--- config.mk ---
export PLATFORM = sky130hd
export DESIGN_NAME = midi_channel_message_parser
export DESIGN_NICKNAME = d
export VERILOG_FILES = /design/src/hw/rtl/mcmp_pkg.sv /design/src/hw/rtl/midi_channel_message_parser.sv /design/src/hw/rtl/mcmp_in_stage.sv /design/src/hw/rtl/mcmp_parser.sv /design/src/hw/rtl/mcmp_out_stage.sv
export SDC_FILE = /design/constraint.sdc
export NUM_CORES = 1
export LEC_CHECK = 0
export BUFFER_PORTS_ARGS = -buffer_cell sky130_fd_sc_hd__buf_4
export CORE_AREA = 3 3 84 86
export DETAILED_ROUTE_END_ITERATION = 6
export DIE_AREA = 0 0 87 89
export HOLD_SLACK_MARGIN = 0.06
export MAX_ROUTING_LAYER = met4
export PLACE_DENSITY_LB_ADDON = 0.2
export SKIP_CTS_REPAIR_TIMING = 1
export SLEW_MARGIN = 15
export SYNTH_ARGS = -nofsm -noshare
export SYNTH_HDL_FRONTEND = slang
export SYNTH_SLANG_ARGS = --single-unit
--- constraint.sdc ---
create_clock -name clk -period 3.67 [get_ports clk]
set_input_delay 0.367 -clock clk [delete_from_list [all_inputs] [get_ports clk]]
set_output_delay 0.367 -clock clk [all_outputs]
set_load 0.01 [all_outputs]
--- src/hw/rtl/mcmp_pkg.sv ---
// types and constants shared by the midi channel message parser
// no dependencies
package mcmp_pkg;

  localparam int unsigned BYTE_W = 8;
  localparam int unsigned DATA_W = 7;

  localparam logic [7:0] RT_MIN  = 8'hF8;
  localparam logic [7:0] SYS_MIN = 8'hF0;

  localparam logic [3:0] HI_NOTE_OFF = 4'h8;
  localparam logic [3:0] HI_NOTE_ON  = 4'h9;
  localparam logic [3:0] HI_PROG     = 4'hC;
  localparam logic [3:0] HI_CH_AT    = 4'hD;

  localparam logic [1:0] CNT_NONE = 2'd0;
  localparam logic [1:0] CNT_ONE  = 2'd1;
  localparam logic [1:0] CNT_TWO  = 2'd2;

  typedef enum logic [1:0] {
    KIND_ON    = 2'd0,
    KIND_OFF   = 2'd1,
    KIND_OTHER = 2'd2
  } kind_t;

  // packed so that kind sits in the lowest bits
  typedef struct packed {
    logic [DATA_W-1:0] data2;
    logic [DATA_W-1:0] data1;
    logic [4:0]        channel;
    logic [2:0]        message_type;
    kind_t             kind;
  } msg_t;

  localparam int unsigned TUSER_W = 5;
  localparam int unsigned TDATA_W = 24;

endpackage

--- src/hw/rtl/midi_channel_message_parser.sv ---
// midi channel message parser with running status, top level
// uses mcmp_pkg, mcmp_in_stage, mcmp_parser, mcmp_out_stage
//
//  channel | dir | width     | contents
//  in_     | in  | 8         | rx_byte
//  out_    | out | 24 data   | data: channel, data1, data2
//          |     | 5 user    | user: kind, message_type
//  cfg_    | in  | 1         | zero_velocity_is_off
//
// one byte a cycle sustained unless out_tready stalls, via byte register then result register
// the byte register feeds the parser state update and the result register
// in_tready drops only when both registers hold beats and out_tready is low
// synchronous active-low reset clears parser state and the config bit
module midi_channel_message_parser (
  input  logic        clk,
  input  logic        rst_n,
  input  logic        in_tvalid,
  output logic        in_tready,
  input  logic [7:0]  in_tdata,    // rx_byte
  output logic        out_tvalid,
  input  logic        out_tready,
  output logic [4:0]  out_tuser,   // kind, message_type
  output logic [23:0] out_tdata,   // channel, data1, data2
  input  logic        cfg_we,
  input  logic        cfg_wdata    // zero_velocity_is_off
);

  logic           zvo_r;
  logic           ds_ready;
  logic           byte_vld;
  logic [7:0]     byte_q;
  logic           step;
  logic           emit;
  mcmp_pkg::msg_t msg;

  always_ff @(posedge clk) begin
    if (!rst_n) begin
      zvo_r <= 1'b0;
    end else if (cfg_we) begin
      zvo_r <= cfg_wdata;
    end
  end

  assign step = byte_vld && ds_ready;

  mcmp_in_stage u_in (
    .clk       (clk),
    .rst_n     (rst_n),
    .in_tvalid (in_tvalid),
    .in_tready (in_tready),
    .in_tdata  (in_tdata),
    .ds_ready  (ds_ready),
    .byte_vld  (byte_vld),
    .byte_q    (byte_q)
  );

  mcmp_parser u_parser (
    .clk                  (clk),
    .rst_n                (rst_n),
    .step                 (step),
    .rx_byte              (byte_q),
    .zero_velocity_is_off (zvo_r),
    .emit                 (emit),
    .msg                  (msg)
  );

  mcmp_out_stage u_out (
    .clk        (clk),
    .rst_n      (rst_n),
    .load       (step && emit),
    .msg        (msg),
    .ready      (ds_ready),
    .out_tvalid (out_tvalid),
    .out_tready (out_tready),
    .out_tuser  (out_tuser),
    .out_tdata  (out_tdata)
  );

endmodule

--- src/hw/rtl/mcmp_in_stage.sv ---
// input register for received midi bytes
// uses mcmp_pkg
module mcmp_in_stage (
  input  logic                         clk,
  input  logic                         rst_n,
  input  logic                         in_tvalid,
  output logic                         in_tready,
  input  logic [mcmp_pkg::BYTE_W-1:0]  in_tdata,
  input  logic                         ds_ready,
  output logic                         byte_vld,
  output logic [mcmp_pkg::BYTE_W-1:0]  byte_q
);

  logic                        vld_r;
  logic [mcmp_pkg::BYTE_W-1:0] byte_r;

  assign in_tready = !vld_r || ds_ready;
  assign byte_vld  = vld_r;
  assign byte_q    = byte_r;

  always_ff @(posedge clk) begin
    if (!rst_n) begin
      vld_r <= 1'b0;
    end else if (in_tready) begin
      vld_r <= in_tvalid;
    end
  end

  always_ff @(posedge clk) begin
    if (in_tvalid && in_tready) begin
      byte_r <= in_tdata;
    end
  end

endmodule

--- src/hw/rtl/mcmp_parser.sv ---
// running status parser state and message assembly
// uses mcmp_pkg
module mcmp_parser (
  input  logic                        clk,
  input  logic                        rst_n,
  input  logic                        step,
  input  logic [mcmp_pkg::BYTE_W-1:0] rx_byte,
  input  logic                        zero_velocity_is_off,
  output logic                        emit,
  output mcmp_pkg::msg_t              msg
);

  logic [7:0]                  status_r, status_nxt;
  logic [1:0]                  expected_r, expected_nxt;
  logic                        index_r, index_nxt;
  logic [mcmp_pkg::DATA_W-1:0] first_r, first_nxt;
  logic [mcmp_pkg::DATA_W-1:0] d1, d2;
  logic [3:0]                  hi;

  assign hi = status_r[7:4];

  always_comb begin
    status_nxt   = status_r;
    expected_nxt = expected_r;
    index_nxt    = index_r;
    first_nxt    = first_r;
    emit         = 1'b0;
    d1           = rx_byte[mcmp_pkg::DATA_W-1:0];
    d2           = '0;
    if (step) begin
      priority if (rx_byte >= mcmp_pkg::RT_MIN) begin
        // realtime, state untouched
      end else if (rx_byte >= mcmp_pkg::SYS_MIN) begin
        status_nxt   = '0;
        expected_nxt = mcmp_pkg::CNT_NONE;
        index_nxt    = 1'b0;
      end else if (rx_byte[7]) begin
        status_nxt   = rx_byte;
        index_nxt    = 1'b0;
        if (rx_byte[7:4] == mcmp_pkg::HI_PROG || rx_byte[7:4] == mcmp_pkg::HI_CH_AT) begin
          expected_nxt = mcmp_pkg::CNT_ONE;
        end else begin
          expected_nxt = mcmp_pkg::CNT_TWO;
        end
      end else if (expected_r == mcmp_pkg::CNT_ONE) begin
        index_nxt = 1'b0;
        emit      = 1'b1;
      end else if (expected_r == mcmp_pkg::CNT_TWO) begin
        if (!index_r) begin
          first_nxt = rx_byte[mcmp_pkg::DATA_W-1:0];
          index_nxt = 1'b1;
        end else begin
          index_nxt = 1'b0;
          emit      = 1'b1;
          d1        = first_r;
          d2        = rx_byte[mcmp_pkg::DATA_W-1:0];
        end
      end
    end
  end

  always_comb begin
    msg.data1        = d1;
    msg.data2        = d2;
    msg.message_type = hi[2:0];
    msg.channel      = {1'b0, status_r[3:0]} + 5'd1;
    if (hi == mcmp_pkg::HI_NOTE_ON) begin
      msg.kind = (d2 == '0 && zero_velocity_is_off) ? mcmp_pkg::KIND_OFF : mcmp_pkg::KIND_ON;
    end else if (hi == mcmp_pkg::HI_NOTE_OFF) begin
      msg.kind = mcmp_pkg::KIND_OFF;
    end else begin
      msg.kind = mcmp_pkg::KIND_OTHER;
    end
  end

  always_ff @(posedge clk) begin
    if (!rst_n) begin
      status_r   <= '0;
      expected_r <= mcmp_pkg::CNT_NONE;
      index_r    <= 1'b0;
      first_r    <= '0;
    end else begin
      status_r   <= status_nxt;
      expected_r <= expected_nxt;
      index_r    <= index_nxt;
      first_r    <= first_nxt;
    end
  end

endmodule

--- src/hw/rtl/mcmp_out_stage.sv ---
// result register for finished channel messages
// uses mcmp_pkg
module mcmp_out_stage (
  input  logic                          clk,
  input  logic                          rst_n,
  input  logic                          load,
  input  mcmp_pkg::msg_t                msg,
  output logic                          ready,
  output logic                          out_tvalid,
  input  logic                          out_tready,
  output logic [mcmp_pkg::TUSER_W-1:0]  out_tuser,
  output logic [mcmp_pkg::TDATA_W-1:0]  out_tdata
);

  logic           vld_r;
  mcmp_pkg::msg_t msg_r;

  assign ready      = !vld_r || out_tready;
  assign out_tvalid = vld_r;
  assign out_tuser  = {msg_r.message_type, msg_r.kind};
  assign out_tdata  = {5'd0, msg_r.data2, msg_r.data1, msg_r.channel};

  always_ff @(posedge clk) begin
    if (!rst_n) begin
      vld_r <= 1'b0;
    end else if (ready) begin
      vld_r <= load;
    end
  end

  always_ff @(posedge clk) begin
    if (ready && load) begin
      msg_r <= msg;
    end
  end

endmodule

==> results.cfg, run 1 <==
[clock_network]
root_buffer = clkbuf_8
cts_buffers = 5
clkLatencyLatePin_ns = 0.30
htreeDepth = 2
cts_sinks = 53
clockBufferDepth = 2
clk_pin_slew_ns = 0.09
cts_tree = built

[grt]
grtUsageMet2_pct = 17.7
grt_pass1_vias = 1263
grt_use_total_pct = 11.1
grt_use_met3_pct = 2.76
grt-ovfl-total = 0
grt_pass1_wl_mm = 6.28
antenna_found_initial = 0
grt_max_degree = 22
met1_usage_pct = 13.6
grt.busiest_layer = met2

[routing]
first_pass_iters = 4
postRouteAntennaNets = 0
routed_via_density = 4.61
routed_wl_mm = 3.84
drcViolationCount = 0
post_drt_wl_per_cell_um = 13.9
dr_total_vias = 1271
drtIter0Drc = 64

[synth]
synth_edf_count = 32
ys_seq_area_share_pct = 63.5
avgSynthCellArea_um2 = 13.6
yosys_warnings = 0
ys_async_sr_fraction_pct = 0
ys.flop_type = edfxtp_1
ys_ff_latch = 53
synth.cell_area_um2 = 2180
yosysTopAreaCell = edfxtp_1
synth_commonest_cells = edfxtp_1, dfxtp_1, nor2b_1
synth_cells = 160
ys_types = 42
synth_top_area_share_pct = 44.2
ys_top_cells_by_area = edfxtp_1, dfxtp_1, nor2b_1
synth.most_common_cell = edfxtp_1

[setup_path]
r2r-end = u_out.out_tdata[7]
crit_path_end_kind = register
crit_fanout = 15
r2r_start = u_in.byte_q[7]
crit_type = register to register
cp.required_ns = 3.73
critPathArrivalTime_ns = 2.03
start_kind = register
ff2ff_setup_slack_ns = 1.69
r2r_cells = 2

[layout]
layout-drive-gt1-share_pct = 30.7
num-nets-final = 213
diodes = 0
syn2layout_area_growth_pct = 21.1
multi_input_area_um2 = 733
final-seq-area_um2 = 1380
nFillCells = 591
fin_area_um2 = 2640

[worst_hold_path]
hold_depth = 1
whs_endpoint = u_in.byte_q[5]
worstHoldStart = in_tdata[5]
holdCritPathClass = input port to register

[sta]
max_freq_mhz = 506
fin_crit_sh_pct = 53.8
skew_ns = 0.00578
setup_viol = 0
holdWs_ns = 0.240
hold_viol = 0
rsz0062_at_grt = no
tns_ns = 0
max_slew_margin_pct = 48.4
worstMarginPinSlew_ns = 0.771
maxSlewViolCount = 0
finalCriticalPeriod_ns = 1.98

[die]
core_um2 = 6350
die_width_um = 87
rows = 29
initial_core_util_pct = 34.3
die-height_um = 89
io_pins = 45
die-area_um2 = 7740

[power]
irDropWorstVdd_v = 0.000215
power.total_mw = 1.12
powerDensity_nw_per_um2 = 425
p_leak_nw = 1.07

[place]
dp_hpwl_mm = 2.70
placed_cell_area_um2 = 2520
place_congestion = 0.718
io_buffers = 39

[run]
max_cap_viol_count = 0

[outcome]
status = finished clean
-- through the flow --
| stage | cells | setup WS [ns] | utilization (%) |
|---|---|---|---|
| floorplan | 164 | 0.690 | - |
| global placement | 268 | 1.63 | 39.7 |
| detailed placement | 268 | 1.61 | 39.7 |
| CTS | 276 | 1.65 | 41.5 |
| global route | 276 | 1.52 | 41.5 |
| finish | 276 | 1.69 | 41.5 |
-- where the power goes --
group          switching (mW)  internal [mW]  total (mW)
clock network           0.176          0.222       0.399
registers              0.0231          0.644       0.667
logic                  0.0232         0.0306      0.0539
-- flip-flops by register name, indices dropped and copies added (netlist names) --
name and count:
zvo_r 1, u_parser.index_r 1, u_parser.expected_r 2, u_in.byte_q 8, u_out.out_tdata 19, u_parser.status_r 8
u_in.byte_vld 1, u_out.out_tuser 5, u_out.out_tvalid 1, u_parser.first_r 7
-- how the worst max path moves through the flow --
| stage | slack [ns] | end | depth (start not counted) | from |
|---|---|---|---|---|
| 5_1_grt | 1.52 | u_out.out_tdata[7] | 2 | u_in.byte_q[7] |
| 6_report | 1.69 | u_out.out_tdata[7] | 2 | u_in.byte_q[7] |
| 3_5_place_dp | 1.61 | u_out.out_tuser[4] | 5 | out_tready |
| 3_3_place_gp | 1.63 | u_out.out_tuser[3] | 5 | out_tready |
| 4_1_cts | 1.65 | u_out.out_tdata[7] | 2 | u_in.byte_q[7] |
| 2_1_floorplan | 0.69 | u_out.out_tdata[0] | 3 | out_tready |
-- worst max-delay path, stage by stage (launching register included) --
cell and delay [ns]:
edfxtp_1 0.55, nor4b_4 0.77, mux2_2 0.41
-- area by class of cell --
class / instances / area share [%]
Clock inverter: 1 / 1.14
Clock buffer: 7 / 3.28
Inverter: 2 / 0.285
Sequential cell: 53 / 52.4
Multi-Input combinational cell: 96 / 27.8
Timing Repair Buffer: 40 / 11.4
Tap cell: 77 / 3.66
-- cells by family after synthesis --
kind of cell    synth area share, %
compound gates                 5.92
mux                            7.82
buf+inv                        4.08
fa+ha+maj                     0.575
flops                          63.5
simple gates                   17.1
xor+xnor                      0.805
other cells                   0.172
-- cell usage in the layout (no fill, tap or decap), types with 2 or more instances in the layout --
cell type / count
nand2_1: 4
dfxtp_1: 21
a22oi_1: 7
mux2i_1: 8
a21oi_1: 4
nand3_1: 4
edfxtp_1: 32
and2_1: 8
o21ai_0: 2
mux2_2: 4
and3_1: 2
conb_1: 5
inv_1: 2
mux2_4: 3
nor2b_1: 18
buf_4: 40
nand4_1: 3
clkbuf_8: 6
nand2b_1: 4
-- metal layers --
metal,vias to the layer above,wire [um]
li1,644,-
met1,592,1740
met2,30,1860
met3,5,195
met4,0,53
met5,-,0
Note: power is estimated with default switching activity, not from simulation.
==> run 2, diff against run 1 <==
Clock period 3.67 ns to 2 ns, I/O delays scaled along.
==> results.cfg, run 2 (synthesized netlist as in run 1, its figures left out) <==
[outcome]
status = finished clean

[clock_network]
cts_sinks = 53
clkLatencyLatePin_ns = 0.30
cts_tree = built
cts_buffers = 5
htreeDepth = 2
clk_pin_slew_ns = 0.10
clockBufferDepth = 2
root_buffer = clkbuf_8

[sta]
skew_ns = 0.00880
max_freq_mhz = 613
finalCriticalPeriod_ns = 1.63
hold_viol = 0
fin_crit_sh_pct = 81.6
tns_ns = 0
maxSlewViolCount = 0
setup_viol = 0
holdWs_ns = 0.136
rsz0062_at_grt = no

[layout]
num-nets-final = 225
nFillCells = 583
layout-drive-gt1-share_pct = 30.8
syn2layout_area_growth_pct = 26.5
diodes = 0
mostFrequentLayoutCells = buf_4, edfxtp_1, dfxtp_1
layout_commonest_cell = buf_4
largest_reg_flops = 19

[routing]
routed_wl_mm = 3.88
routed_via_density = 4.70
post_drt_wl_per_cell_um = 13.5
drcViolationCount = 0
first_pass_iters = 4
dr_total_vias = 1354
drtIter0Drc = 112
postRouteAntennaNets = 0

[grt]
grt-ovfl-total = 0
grt_use_total_pct = 11.2
antenna_found_initial = 0
grt_pass1_vias = 1236
grt_max_degree = 23
grt_pass1_wl_mm = 6.33

[setup_path]
cp.required_ns = 2.07
critPathArrivalTime_ns = 1.70
path_buf_inv = 1
crit_fanout = 15
max_stage_delay_ns = 0.44
crit_family = flip-flops
crit_path_end_kind = register
crit_type = register to register
start_kind = register
crit_path_cell_trace = nand3b_4, nor4b_4, buf_4, mux2_2
slowest_stage = dfxtp_1

[power]
powerDensity_nw_per_um2 = 747
p_leak_nw = 1.12
irDropWorstVdd_v = 0.000378

[die]
die-area_um2 = 7740
rows = 29
io_pins = 45
die-height_um = 89
die_width_um = 87
initial_core_util_pct = 34.3
core_um2 = 6350

[place]
io_buffers = 39
place_congestion = 0.842
dp_hpwl_mm = 2.70

[run]
max_cap_viol_count = 0

[worst_hold_path]
holdCritPathClass = input port to register
## run 2: cell type report
class,count,area (um2),share of cell area [%]
sequential,53,1380,50.2
multi-input combinational,96,733,26.6
timing repair buffer,52,423,15.4
tap,77,96.3,3.50
clock buffer,6,72.6,2.64
clock inverter,2,38.8,1.41
inverter,2,7.51,0.273
## run 2: path summary, 6_finish.rpt
kind | cells past startpoint | slack [ns] | from | endpoint
min reg2reg | 0 | 0.48 | u_parser.status_r[5] | u_out.out_tuser[3]
min | 3 | 0.14 | in_tvalid | u_in.byte_vld
max reg2reg | 4 | 0.37 | u_parser.expected_r[1] | u_out.out_tdata[7]
max | 4 | 0.37 | u_parser.expected_r[1] | u_out.out_tdata[7]
## run 2: tightest hold or removal path, stage by stage
cell     delay [ns]
buf_4          0.08
a21oi_1        0.03
nor2b_1        0.09
## run 2: power breakdown
group	leakage (nW)	switching, mW	internal, mW	total [mW]
Clock	0.0554	0.339	0.376	0.715
Sequential	0.490	0.0347	1.18	1.22
Combinational	0.577	0.0524	0.0723	0.125
## run 2: metrics by stage
stage                     power (mW)  util [%]  worst slack, ns  cell area, um2  instances
after floorplan                 1.31         -            0.270            2200        164
after global placement          1.36      40.3            0.360            2560        272
after detailed placement        1.35      40.3            0.369            2560        272
after CTS                       2.06      42.1            0.358            2670        280
after global routing            2.15      43.3            0.256            2750        288
final                           2.06      43.3            0.369            2750        288
## run 2: metal layers
metal  wire length [um]  global-route usage (%)
met1               1860                    16.0
met2               1690                    15.2
met3                271                    3.23
met4                 53                    3.40
met5                  0                       -
